`src/rtl/kwl_pkg.sv`:
```
`default_nettype none
package kwl_pkg;

  localparam int OFFSET_BITS = 32;
  localparam int LENGTH_BITS = 16;
  localparam int LINE_BITS   = 16;
  localparam int COLUMN_BITS = 16;

  localparam int QDEPTH  = 4;
  localparam int QPTR_W  = $clog2(QDEPTH);
  localparam int QCNT_W  = $clog2(QDEPTH + 1);

  typedef logic [3:0] kind_t;

  localparam kind_t K_IDENT   = 4'd0;
  localparam kind_t K_VAR     = 4'd1;
  localparam kind_t K_FUNC    = 4'd2;
  localparam kind_t K_IF      = 4'd3;
  localparam kind_t K_ELSE    = 4'd4;
  localparam kind_t K_FOR     = 4'd5;
  localparam kind_t K_NUMBER  = 4'd6;
  localparam kind_t K_STRING  = 4'd7;
  localparam kind_t K_OP      = 4'd8;
  localparam kind_t K_LPAREN  = 4'd9;
  localparam kind_t K_RPAREN  = 4'd10;
  localparam kind_t K_LBRACE  = 4'd11;
  localparam kind_t K_RBRACE  = 4'd12;
  localparam kind_t K_SEMI    = 4'd13;
  localparam kind_t K_UNKNOWN = 4'd14;
  localparam kind_t K_EOF     = 4'd15;

  typedef struct packed {
    kind_t                  kind;
    logic [7:0]             ch;
    logic [OFFSET_BITS-1:0] start;
    logic [LENGTH_BITS-1:0] length;
    logic [LINE_BITS-1:0]   line;
    logic [COLUMN_BITS-1:0] column;
    logic                   last;
  } tok_t;

  // up to two tokens per word, in order
  typedef struct packed {
    logic [1:0] n;
    tok_t       t0;
    tok_t       t1;
  } push_t;

endpackage
`default_nettype wire

```
`src/rtl/kwl_if.sv`:
```
`default_nettype none
interface kwl_in_if;
  logic       valid;
  logic       ready;
  logic [7:0] char_code;
  logic       is_end;

  modport source(output valid, output char_code, output is_end, input ready);
  modport sink(input valid, input char_code, input is_end, output ready);
endinterface

interface kwl_tok_if import kwl_pkg::*; ();
  logic                   valid;
  logic                   ready;
  logic [3:0]             token_kind;
  logic [7:0]             token_char;
  logic [OFFSET_BITS-1:0] token_start;
  logic [LENGTH_BITS-1:0] token_length;
  logic [LINE_BITS-1:0]   line_number;
  logic [COLUMN_BITS-1:0] column_number;
  logic                   last_of_run;

  modport source(output valid, output token_kind, output token_char, output token_start,
                 output token_length, output line_number, output column_number,
                 output last_of_run, input ready);
  modport sink(input valid, input token_kind, input token_char, input token_start,
               input token_length, input line_number, input column_number,
               input last_of_run, output ready);
endinterface
`default_nettype wire

```
`src/rtl/kwl_front.sv`:
```
`default_nettype none
module kwl_front import kwl_pkg::*; (
  input  wire logic clk,
  input  wire logic rst,
  kwl_in_if.sink    src,
  input  wire logic room,
  output push_t     push
);

  typedef enum logic [5:0] {
    M_IDLE    = 6'b000001,
    M_IDENT   = 6'b000010,
    M_NUMBER  = 6'b000100,
    M_STRING  = 6'b001000,
    M_SLASH   = 6'b010000,
    M_COMMENT = 6'b100000
  } mode_t;

  localparam logic [7:0] CH_SLASH = 8'h2F;
  localparam logic [7:0] CH_QUOTE = 8'h22;
  localparam logic [7:0] CH_LF    = 8'h0A;
  localparam logic [7:0] CH_UNDER = 8'h5F;

  // keyword text, first byte lowest
  localparam logic [31:0] KW_VAR  = 32'h0072_6176;
  localparam logic [31:0] KW_FUNC = 32'h636E_7566;
  localparam logic [31:0] KW_IF   = 32'h0000_6669;
  localparam logic [31:0] KW_ELSE = 32'h6573_6C65;
  localparam logic [31:0] KW_FOR  = 32'h0072_6F66;

  localparam logic [LENGTH_BITS-1:0] LEN_MAX = '1;
  localparam logic [LINE_BITS-1:0]   LINE_MAX = '1;
  localparam logic [COLUMN_BITS-1:0] COL_MAX = '1;

  function automatic logic is_alpha(input logic [7:0] c);
    return (c >= 8'h61 && c <= 8'h7A) || (c >= 8'h41 && c <= 8'h5A);
  endfunction

  function automatic logic is_digit(input logic [7:0] c);
    return c >= 8'h30 && c <= 8'h39;
  endfunction

  function automatic logic is_space(input logic [7:0] c);
    return c == 8'h20 || (c >= 8'h09 && c <= 8'h0D);
  endfunction

  function automatic kind_t single_kind(input logic [7:0] c);
    kind_t k;
    unique case (c)
      8'h3D, 8'h2B, 8'h2D, 8'h2A, 8'h3E, 8'h3C: k = K_OP;
      8'h28: k = K_LPAREN;
      8'h29: k = K_RPAREN;
      8'h7B: k = K_LBRACE;
      8'h7D: k = K_RBRACE;
      8'h3B: k = K_SEMI;
      default: k = K_UNKNOWN;
    endcase
    return k;
  endfunction

  function automatic kind_t ident_kind(input logic [31:0] p, input logic [LENGTH_BITS-1:0] n);
    kind_t k;
    k = K_IDENT;
    if (n == LENGTH_BITS'(3) && p == KW_VAR) k = K_VAR;
    else if (n == LENGTH_BITS'(4) && p == KW_FUNC) k = K_FUNC;
    else if (n == LENGTH_BITS'(2) && p == KW_IF) k = K_IF;
    else if (n == LENGTH_BITS'(4) && p == KW_ELSE) k = K_ELSE;
    else if (n == LENGTH_BITS'(3) && p == KW_FOR) k = K_FOR;
    return k;
  endfunction

  mode_t                  mode, mode_next;
  logic [LINE_BITS-1:0]   line, line_next, line_c;
  logic [COLUMN_BITS-1:0] col, col_next, col_c;
  logic [OFFSET_BITS-1:0] offset, offset_next;
  logic [OFFSET_BITS-1:0] ostart, ostart_next;
  logic [LENGTH_BITS-1:0] olen, olen_next, olen_grow;
  logic [31:0]            prefix, prefix_next;
  logic                   saw_end, saw_end_next;

  logic [7:0] c;
  logic       fire;
  logic       flush_en, flush_v, run_idle, sec_v;
  tok_t       flush_t, sec_t;

  assign c    = src.char_code;
  assign fire = src.valid & src.ready;
  assign src.ready = room;

  // position after this byte
  always_comb begin
    if (c == CH_LF) begin
      line_c = (line == LINE_MAX) ? line : line + LINE_BITS'(1);
      col_c  = COLUMN_BITS'(1);
    end else begin
      line_c = line;
      col_c  = (col == COL_MAX) ? col : col + COLUMN_BITS'(1);
    end
    olen_grow = (olen == LEN_MAX) ? olen : olen + LENGTH_BITS'(1);
  end

  // open token, as emitted before this byte is consumed
  always_comb begin
    flush_t        = '0;
    flush_t.start  = ostart;
    flush_t.length = olen;
    flush_t.line   = line;
    flush_t.column = col;
    flush_v        = 1'b0;
    unique case (mode)
      M_IDENT: begin
        flush_t.kind = ident_kind(prefix, olen);
        flush_v      = 1'b1;
      end
      M_NUMBER: begin
        flush_t.kind = K_NUMBER;
        flush_v      = 1'b1;
      end
      M_STRING: begin
        flush_t.kind = K_STRING;
        flush_v      = 1'b1;
      end
      M_SLASH: begin
        flush_t.kind   = K_OP;
        flush_t.ch     = CH_SLASH;
        flush_t.length = LENGTH_BITS'(1);
        flush_v        = 1'b1;
      end
      default: flush_v = 1'b0;
    endcase
  end

  always_comb begin
    mode_next    = mode;
    line_next    = line;
    col_next     = col;
    offset_next  = offset;
    ostart_next  = ostart;
    olen_next    = olen;
    prefix_next  = prefix;
    saw_end_next = saw_end;
    flush_en     = 1'b0;
    run_idle     = 1'b0;
    sec_v        = 1'b0;
    sec_t        = '0;
    sec_t.line   = line_c;
    sec_t.column = col_c;

    if (src.is_end) begin
      flush_en       = !saw_end;
      mode_next      = M_IDLE;
      saw_end_next   = 1'b1;
      sec_v          = 1'b1;
      sec_t.kind     = K_EOF;
      sec_t.start    = offset;
      sec_t.line     = line;
      sec_t.column   = col;
    end else if (!saw_end) begin
      line_next   = line_c;
      col_next    = col_c;
      offset_next = offset + OFFSET_BITS'(1);
      unique case (mode)
        M_STRING: begin
          if (c == CH_QUOTE) begin
            sec_v        = 1'b1;
            sec_t.kind   = K_STRING;
            sec_t.start  = ostart;
            sec_t.length = olen;
            mode_next    = M_IDLE;
          end else begin
            olen_next = olen_grow;
          end
        end
        M_COMMENT: begin
          if (c == CH_LF) mode_next = M_IDLE;
        end
        M_SLASH: begin
          if (c == CH_SLASH) begin
            mode_next = M_COMMENT;
          end else begin
            flush_en = 1'b1;
            run_idle = 1'b1;
          end
        end
        M_IDENT, M_NUMBER: begin
          if (is_digit(c) || (mode == M_IDENT && (is_alpha(c) || c == CH_UNDER))) begin
            unique case (olen)
              LENGTH_BITS'(1): prefix_next = prefix | {16'h0, c, 8'h0};
              LENGTH_BITS'(2): prefix_next = prefix | {8'h0, c, 16'h0};
              LENGTH_BITS'(3): prefix_next = prefix | {c, 24'h0};
              default: prefix_next = prefix;
            endcase
            olen_next = olen_grow;
          end else begin
            flush_en = 1'b1;
            run_idle = 1'b1;
          end
        end
        default: run_idle = 1'b1;
      endcase

      if (run_idle) begin
        mode_next = M_IDLE;
        priority if (is_space(c)) begin
          mode_next = M_IDLE;
        end else if (c == CH_SLASH) begin
          ostart_next = offset;
          mode_next   = M_SLASH;
        end else if (is_alpha(c) || c == CH_UNDER || is_digit(c)) begin
          ostart_next = offset;
          olen_next   = LENGTH_BITS'(1);
          prefix_next = {24'h0, c};
          mode_next   = is_digit(c) ? M_NUMBER : M_IDENT;
        end else if (c == CH_QUOTE) begin
          ostart_next = offset + OFFSET_BITS'(1);
          olen_next   = '0;
          mode_next   = M_STRING;
        end else begin
          sec_v        = 1'b1;
          sec_t.kind   = single_kind(c);
          sec_t.ch     = c;
          sec_t.start  = offset;
          sec_t.length = LENGTH_BITS'(1);
        end
      end
    end
  end

  // pack into queue push, mark last of run
  always_comb begin
    push = '0;
    if (flush_en && flush_v) begin
      push.t0      = flush_t;
      push.t1      = sec_t;
      push.t0.last = !sec_v;
      push.t1.last = 1'b1;
      push.n       = sec_v ? 2'd2 : 2'd1;
    end else begin
      push.t0      = sec_t;
      push.t0.last = 1'b1;
      push.n       = sec_v ? 2'd1 : 2'd0;
    end
    if (!fire) push.n = 2'd0;
  end

  always_ff @(posedge clk) begin
    if (rst) begin
      mode    <= M_IDLE;
      line    <= LINE_BITS'(1);
      col     <= COLUMN_BITS'(1);
      offset  <= '0;
      ostart  <= '0;
      olen    <= '0;
      prefix  <= '0;
      saw_end <= 1'b0;
    end else if (fire) begin
      mode    <= mode_next;
      line    <= line_next;
      col     <= col_next;
      offset  <= offset_next;
      ostart  <= ostart_next;
      olen    <= olen_next;
      prefix  <= prefix_next;
      saw_end <= saw_end_next;
    end
  end

endmodule
`default_nettype wire

```
`src/rtl/kwl_queue.sv`:
```
`default_nettype none
module kwl_queue import kwl_pkg::*; (
  input  wire logic clk,
  input  wire logic rst,
  input  push_t     push,
  output logic      room,
  kwl_tok_if.source tok
);

  tok_t               mem [QDEPTH];
  logic [QPTR_W-1:0]  wptr, rptr;
  logic [QCNT_W-1:0]  count, count_next;
  logic               pop;
  tok_t               head;

  assign head = mem[rptr];
  assign pop  = tok.valid & tok.ready;
  assign room = count <= QCNT_W'(QDEPTH - 2);

  assign tok.valid         = count != '0;
  assign tok.token_kind    = head.kind;
  assign tok.token_char    = head.ch;
  assign tok.token_start   = head.start;
  assign tok.token_length  = head.length;
  assign tok.line_number   = head.line;
  assign tok.column_number = head.column;
  assign tok.last_of_run   = head.last;

  assign count_next = count + QCNT_W'(push.n) - QCNT_W'(pop);

  always_ff @(posedge clk) begin
    if (push.n != 2'd0) mem[wptr] <= push.t0;
    if (push.n == 2'd2) mem[wptr + QPTR_W'(1)] <= push.t1;
  end

  always_ff @(posedge clk) begin
    if (rst) begin
      wptr  <= '0;
      rptr  <= '0;
      count <= '0;
    end else begin
      wptr  <= wptr + QPTR_W'(push.n);
      rptr  <= rptr + QPTR_W'(pop);
      count <= count_next;
    end
  end

endmodule
`default_nettype wire

```
`src/rtl/keyword_token_lexer.sv`:
```
`default_nettype none
// Byte-serial lexer: takes one source byte (or an end marker) per cycle and
// emits zero, one or two tokens for it, one token word per cycle on the output.
// A byte is taken in the cycle it arrives whenever the four-entry token queue
// between the scanner and the output has at least two free slots; with at most
// one token per byte on average and a ready receiver the input runs at one byte
// per clock, and a byte that closes an open token and is a token itself yields two.
// The queue head drives the output directly from registers.
module keyword_token_lexer import kwl_pkg::*; (
  input  wire logic clk,
  input  wire logic rst,
  kwl_in_if.sink    src,
  kwl_tok_if.source tok
);

  push_t push;
  logic  room;

  kwl_front u_front (
    .clk  (clk),
    .rst  (rst),
    .src  (src),
    .room (room),
    .push (push)
  );

  kwl_queue u_queue (
    .clk  (clk),
    .rst  (rst),
    .push (push),
    .room (room),
    .tok  (tok)
  );

endmodule
`default_nettype wire

```
`src/flat_wrapper.sv`:
```
// flat-port wrapper written by rule: the top's interface ports become plain ports
module keyword_token_lexer_flat import kwl_pkg::*;
  (clk, rst, src_valid, src_char_code, src_is_end, src_ready, tok_valid, tok_token_kind, tok_token_char, tok_token_start, tok_token_length, tok_line_number, tok_column_number, tok_last_of_run, tok_ready);
  kwl_in_if src_i ();
  kwl_tok_if tok_i ();
  input  wire logic clk;
  input  wire logic rst;
  input wire logic [$bits(src_i.valid)-1:0] src_valid;
  input wire logic [$bits(src_i.char_code)-1:0] src_char_code;
  input wire logic [$bits(src_i.is_end)-1:0] src_is_end;
  output wire logic [$bits(src_i.ready)-1:0] src_ready;
  output wire logic [$bits(tok_i.valid)-1:0] tok_valid;
  output wire logic [$bits(tok_i.token_kind)-1:0] tok_token_kind;
  output wire logic [$bits(tok_i.token_char)-1:0] tok_token_char;
  output wire logic [$bits(tok_i.token_start)-1:0] tok_token_start;
  output wire logic [$bits(tok_i.token_length)-1:0] tok_token_length;
  output wire logic [$bits(tok_i.line_number)-1:0] tok_line_number;
  output wire logic [$bits(tok_i.column_number)-1:0] tok_column_number;
  output wire logic [$bits(tok_i.last_of_run)-1:0] tok_last_of_run;
  input wire logic [$bits(tok_i.ready)-1:0] tok_ready;
  assign src_i.valid = src_valid;
  assign src_i.char_code = src_char_code;
  assign src_i.is_end = src_is_end;
  assign src_ready = src_i.ready;
  assign tok_valid = tok_i.valid;
  assign tok_token_kind = tok_i.token_kind;
  assign tok_token_char = tok_i.token_char;
  assign tok_token_start = tok_i.token_start;
  assign tok_token_length = tok_i.token_length;
  assign tok_line_number = tok_i.line_number;
  assign tok_column_number = tok_i.column_number;
  assign tok_last_of_run = tok_i.last_of_run;
  assign tok_i.ready = tok_ready;
  keyword_token_lexer u_core (.clk(clk), .rst(rst), .src(src_i), .tok(tok_i));
endmodule
```
`config.mk`:
```
export PLATFORM = sky130hd
export DESIGN_NAME = keyword_token_lexer_flat
export DESIGN_NICKNAME = d
export VERILOG_FILES = /design/src/rtl/kwl_pkg.sv /design/src/rtl/kwl_if.sv /design/src/rtl/kwl_front.sv /design/src/rtl/kwl_queue.sv /design/src/rtl/keyword_token_lexer.sv /design/src/flat_wrapper.sv
export SDC_FILE = /design/constraint.sdc
export NUM_CORES = 1
export LEC_CHECK = 0
export BUFFER_PORTS_ARGS = -buffer_cell sky130_fd_sc_hd__buf_2
export CORE_ASPECT_RATIO = 1.2
export CORE_MARGIN = 4
export CORE_UTILIZATION = 25
export DETAILED_ROUTE_END_ITERATION = 16
export PLACE_DENSITY = 0.35
export SLEW_MARGIN = 20
export SYNTH_ARGS = -nofsm -noshare
export SYNTH_HDL_FRONTEND = slang
export SYNTH_SLANG_ARGS = --single-unit
export TNS_END_PERCENT = 20
```
`constraint.sdc`:
```
create_clock -name clk -period 9.67 [get_ports clk]
set_input_delay 0.4835 -clock clk [delete_from_list [all_inputs] [get_ports clk]]
set_output_delay 0.4835 -clock clk [all_outputs]
set_load 0.01 [all_outputs]
```
=== Word level (Yosys, flattened, before mapping) ===
Memories as Yosys holds them, arrays and structs flattened. A register that Yosys moved wholly into a read port is not among the register bits.
Index checks and enable logic that the tools add are counted.

* Memories kept: 1
* Input port bits: 13
* Register bits after elaboration: 158
* Output and inout bits: 95
* Word-level logic and storage cells: 193
* RAM bits: 372

{| class="wikitable"
|+ Memories
! memory !! depth !! width !! rd ports !! clocked after memory_dff !! wr ports !! RTL line !! text
|-
| u_core.u_queue.mem || 4 || 93 || 1 || 1 || 2 || kwl_queue.sv:10 || <nowiki>tok_t mem [QDEPTH];</nowiki>
|}

* Multiplexer cells: 87
* Equal/unequal tests: 38
* Bitwise logic cells: 8
* Order comparisons: 9
* Reduce and logical (&&, ||, !) cells: 30
* Add/subtract/negate cells: 9

{| class="wikitable"
|+ Operators with widths
! operator !! count
|-
| $mux 60 || 6
|-
| $mux 32 || 11
|-
| $mux 16 || 14
|-
| $eq 8x6->1 const B || 12
|-
| $mux 48 || 2
|-
| $pmux 32 s3 || 1
|-
| $mux 95 || 1
|-
| $mux 93 || 1
|-
| $eq 32x23->1 const B || 2
|-
| $eq 32x31->1 const B || 2
|-
| $add 16x1->16 const B || 3
|-
| $eq 16x16->1 const B || 3
|-
| $mux 6 || 7
|-
| $add 32x1->32 const B || 1
|-
| $eq 16x2->1 const B || 2
|-
| $eq 32x15->1 const B || 1
|-
| $or 32x16->32 || 1
|-
| $or 32x24->32 || 1
|-
| $or 32x32->32 || 1
|-
| $pmux 16 s2 || 1
|-
| $eq 8x7->1 const B || 3
|-
| $mux 3 || 8
|-
| $mux 1 || 21
|-
| $pmux 3 s6 || 1
|-
| 45 further kinds || 75
|}

=== Longest topological paths before layout ===
* Depth after elaboration: 19
* Depth in mapped cells: 20

=== Modules after synthesis ===
From an unflattened synthesis, not the netlist that was laid out.

* Cell total of the unflattened synthesis: 2323
* Area, all modules: 29171.7 µm²

{| class="wikitable"
|+ By module, submodules not included
! module !! instances !! cells each !! area an instance (µm²)
|-
| kwl_queue || 1 || 945 || 18910.6
|-
| kwl_front || 1 || 1378 || 10261.1
|}

=== Worst setup path before layout ===
OpenSTA, ideal clock, no wires.

* Path type: in2reg
* Start point: in src_char_code[4]
* End point: mem u_core.u_queue.mem[0][0] (netlist name), enable pin
* Setup slack: 1.999 ns
* Stages: 12
* Arrival: 7.125 ns
* Path buffers: 3
* Cells stage by stage: buf_2 > or4b_4 > nor3_4 > o32ai_2 > o31ai_4 > inv_2 > buf_2 > buf_1 > ha_1 > nand2b_1 > o32a_1 > nor2_1

{| class="wikitable"
|+ RTL lines
! element !! RTL line !! text
|-
| from (decl) || flat_wrapper.sv:9 || <nowiki>input wire logic [$bits(src_i.char_code)-1:0] src_char_code;</nowiki>
|-
| to (decl) || kwl_queue.sv:10 ||
|}

==> qor.yml <==
pwr:
  peakVddDrop_uv: 208.0
  p_leak_nw: 10.08
  p_per_area_mw_per_mm2: 204.4
clocking:
  clock-root-buffer: "clkbuf_16"
  cts_buffers: 61
  hold_buffers: 0
  cts.sinks: 530
  h-tree-depth: 2
  cts_resized: 0
  clockBufferDepth: 3
  cts_tree: "yes"
  clk_pin_slew_worst_paths_ns: 0.06
  clk_latency_ns: 0.64
  cts_setup_buffers: 0
detailed_routing:
  vias: 20130
  drt_iter0_markers: 1419
  drc: 0
  firstDrtPassIters: 5
  routed_wl_um: 95950
  ant_nets: 0
  wire_per_inst_um: 24.80
  vias_per_cell: 5.202
synthesis:
  synthCells: 2419
  synth.most_common_cell: "edfxtp_1"
  synth_warnings: 0
  ys_types: 88
  synth_top_area_share_pct: 41.20
  synth-main-ff-cell: "edfxtp_1"
  synth-edff-count: 372
  syn_area_mm2: 0.02711
  yosys-top-cells-count: "372 x edfxtp_1, 273 x nor2_1, 170 x a21oi_1"
  yosys_register_bits: 530
  yosysSeqAreaShare_pct: 52.87
  yosys.area.top_type: "edfxtp_1"
  avgSynthCellArea_um2: 11.21
  synthArstFlopShare_pct: 0
  synth_area_leaders: "edfxtp_1 41%, dfxtp_1 12%, mux4_2 7.7%"
  synth_nets: 2446
place:
  place_area_mm2: 0.02893
  dp_hpwl_um: 60420
  place.gp.congestion: 0.8101
  io_buffers: 107
die:
  die-width_um: 308.6
  core_mm2: 0.1078
  initial_core_util_pct: 25.14
  die_h_um: 368.7
  die_area_mm2: 0.1138
  ioPinCount: 108
  rows: 132
timing:
  rsz0062_at_grt: "false"
  finalHoldViolCount: 0
  timing.fmax_mhz: 181.6
  tns_ns: 0
  finalSetupViolCount: 0
  fin_crit_ns: 5.507
  fin_crit_sh_pct: 56.94
  worstMarginPinSlew_ns: 1.106
  drv_slew: 0
  max_slew_margin_pct: 26.03
  fin_skew_ns: 0.01809
layout:
  n_antenna_cell: 0
  drive_gt1_share_pct: 15.84
  area_growth_pct: 14.17
  fin_area_mm2: 0.03095
  layout.nets: 2439
setup_path:
  slowest_stage: "nor2_2"
  crit_chain: "nor3_1 > nand3_1 > o32ai_2 > o31ai_4 > buf_4 > inv_2 > ha_1 > nand3_1 > or3_1 > buf_4 > nor2_2 > o21ai_1 > a22o_1"
  cp_max_fo: 61
  rrSetupSlack_ns: 4.16
  crit_start: "u_core.u_front.mode[4]"
  ff2ff_path_depth: 13
  endpoint: "u_core.u_queue.mem[3][8]"
  cp_data_required_time_ns: 10.06
  max_stage_delay_ns: 0.74
  r2r_end: "u_core.u_queue.mem[3][8]"
  worstPathArrival_ns: 5.90
  start_kind: "flip-flop"
  end_kind: "flip-flop"
  crit_type: "flip-flop to flip-flop"
  r2r_start: "u_core.u_front.mode[4]"
grt:
  grt_overflow: 0
  grt_max_degree: 68
  grt_util_all_layers_pct: 16.53
  antenna_found_initial: 4
  grt_pass1_wl_um: 140300
  grt_pass1_vias: 20210
flow_run:
  max-cap-violations: 0
min_path:
  hp-class: "input pin to flip-flop"
  hold_depth: 3
outcome:
  status: "completed"
metal layers:
layer	vias up	track usage [%]	part of all wire (%)
met4	0	5.770	3.6
met3	146	2.146	4.2
met2	581	28.06	49
met1	10210	21.67	44
met5	-	0	0
li1	9191	-	-
where the power goes:
group | switching, mW | total (mW) | leakage [nW] | internal [mW]
sequential | 0.0939 | 2.70 | 4.73 | 2.60
clock | 0.978 | 2.37 | 0.992 | 1.39
combinational | 0.765 | 1.26 | 4.36 | 0.498
cells in the final DEF, fill, tap and decap left out, types with 61 or more instances in the layout:
| cell | n |
|---|---|
| clkbuf_16 | 61 |
| a22o_1 | 148 |
| edfxtp_1 | 372 |
| nor3_1 | 72 |
| nand2_1 | 123 |
| dfxtp_1 | 156 |
| a21oi_1 | 166 |
| nor2_1 | 268 |
| mux4_2 | 93 |
| buf_2 | 106 |
| o21ai_0 | 77 |
flip-flops by register name, summed over array words and instances (netlist names), 3 cells and up:
signal,count
u_core.u_front.prefix,32
u_core.u_front.ostart,32
u_core.u_front.olen,16
u_core.u_front.mode,6
u_core.u_queue.mem,372
u_core.u_front.col,16
u_core.u_front.offset,32
u_core.u_queue.count,3
u_core.u_front.line,16
cell families (layout without fill, tap and decap cells):
group	count (synthesis)	after routing	synth area share [%]
simple gates	785	785	14.33
compound gates	601	601	15.34
flops	530	530	52.87
buf+inv	242	285	3.697
mux	127	127	8.990
xor+xnor	91	91	3.023
fa+ha+maj	43	43	1.745
layout make-up:
class	count	area, um^2
tap	1407	1760
fill	11140	76900
inverter	23	86.33
clock inverter	31	322.8
multi-input combinational	1647	11890
timing repair buffer	149	853.3
clock buffer	82	1703
sequential	530	14340
worst min path at each step:
stage	slack, ns	to	startpoint
global placement	0.44	u_core.u_front.prefix[7]	u_core.u_front.prefix[7]
CTS	0.25	u_core.u_queue.mem[0][87]	src_char_code[6]
detailed placement	0.45	u_core.u_front.prefix[7]	u_core.u_front.prefix[7]
floorplan	0.43	u_core.u_front.prefix[13]	u_core.u_front.prefix[13]
finish	0.31	u_core.u_front.prefix[20]	src_char_code[4]
global route	0.28	u_core.u_queue.mem[1][87]	src_char_code[6]
metrics by stage:
| step | std cells | total power [mW] | hold slack [ns] | worst slack (ns) | utilization (%) |
|---|---|---|---|---|---|
| global placement | 3756 | 4.051 | 0.4420 | 3.943 | 26.82 |
| global route | 3869 | 6.618 | 0.2830 | 3.693 | 28.70 |
| detailed placement | 3756 | 4.058 | 0.4500 | 3.951 | 26.82 |
| CTS | 3869 | 6.462 | 0.2498 | 4.169 | 28.70 |
| floorplan | 2419 | 3.487 | 0.4294 | 1.999 | - |
| finish | 3869 | 6.326 | 0.3090 | 4.163 | 28.70 |
worst max-delay path: cells and delay by family, from the launching register on:
kind / cells / cell delay, ns
fa+ha+maj: 1 / 0.36
buf+inv: 3 / 0.77
simple gates: 5 / 2.56
flops: 1 / 0.35
compound gates: 4 / 1.18
Note: power is estimated with default switching activity, not from simulation.
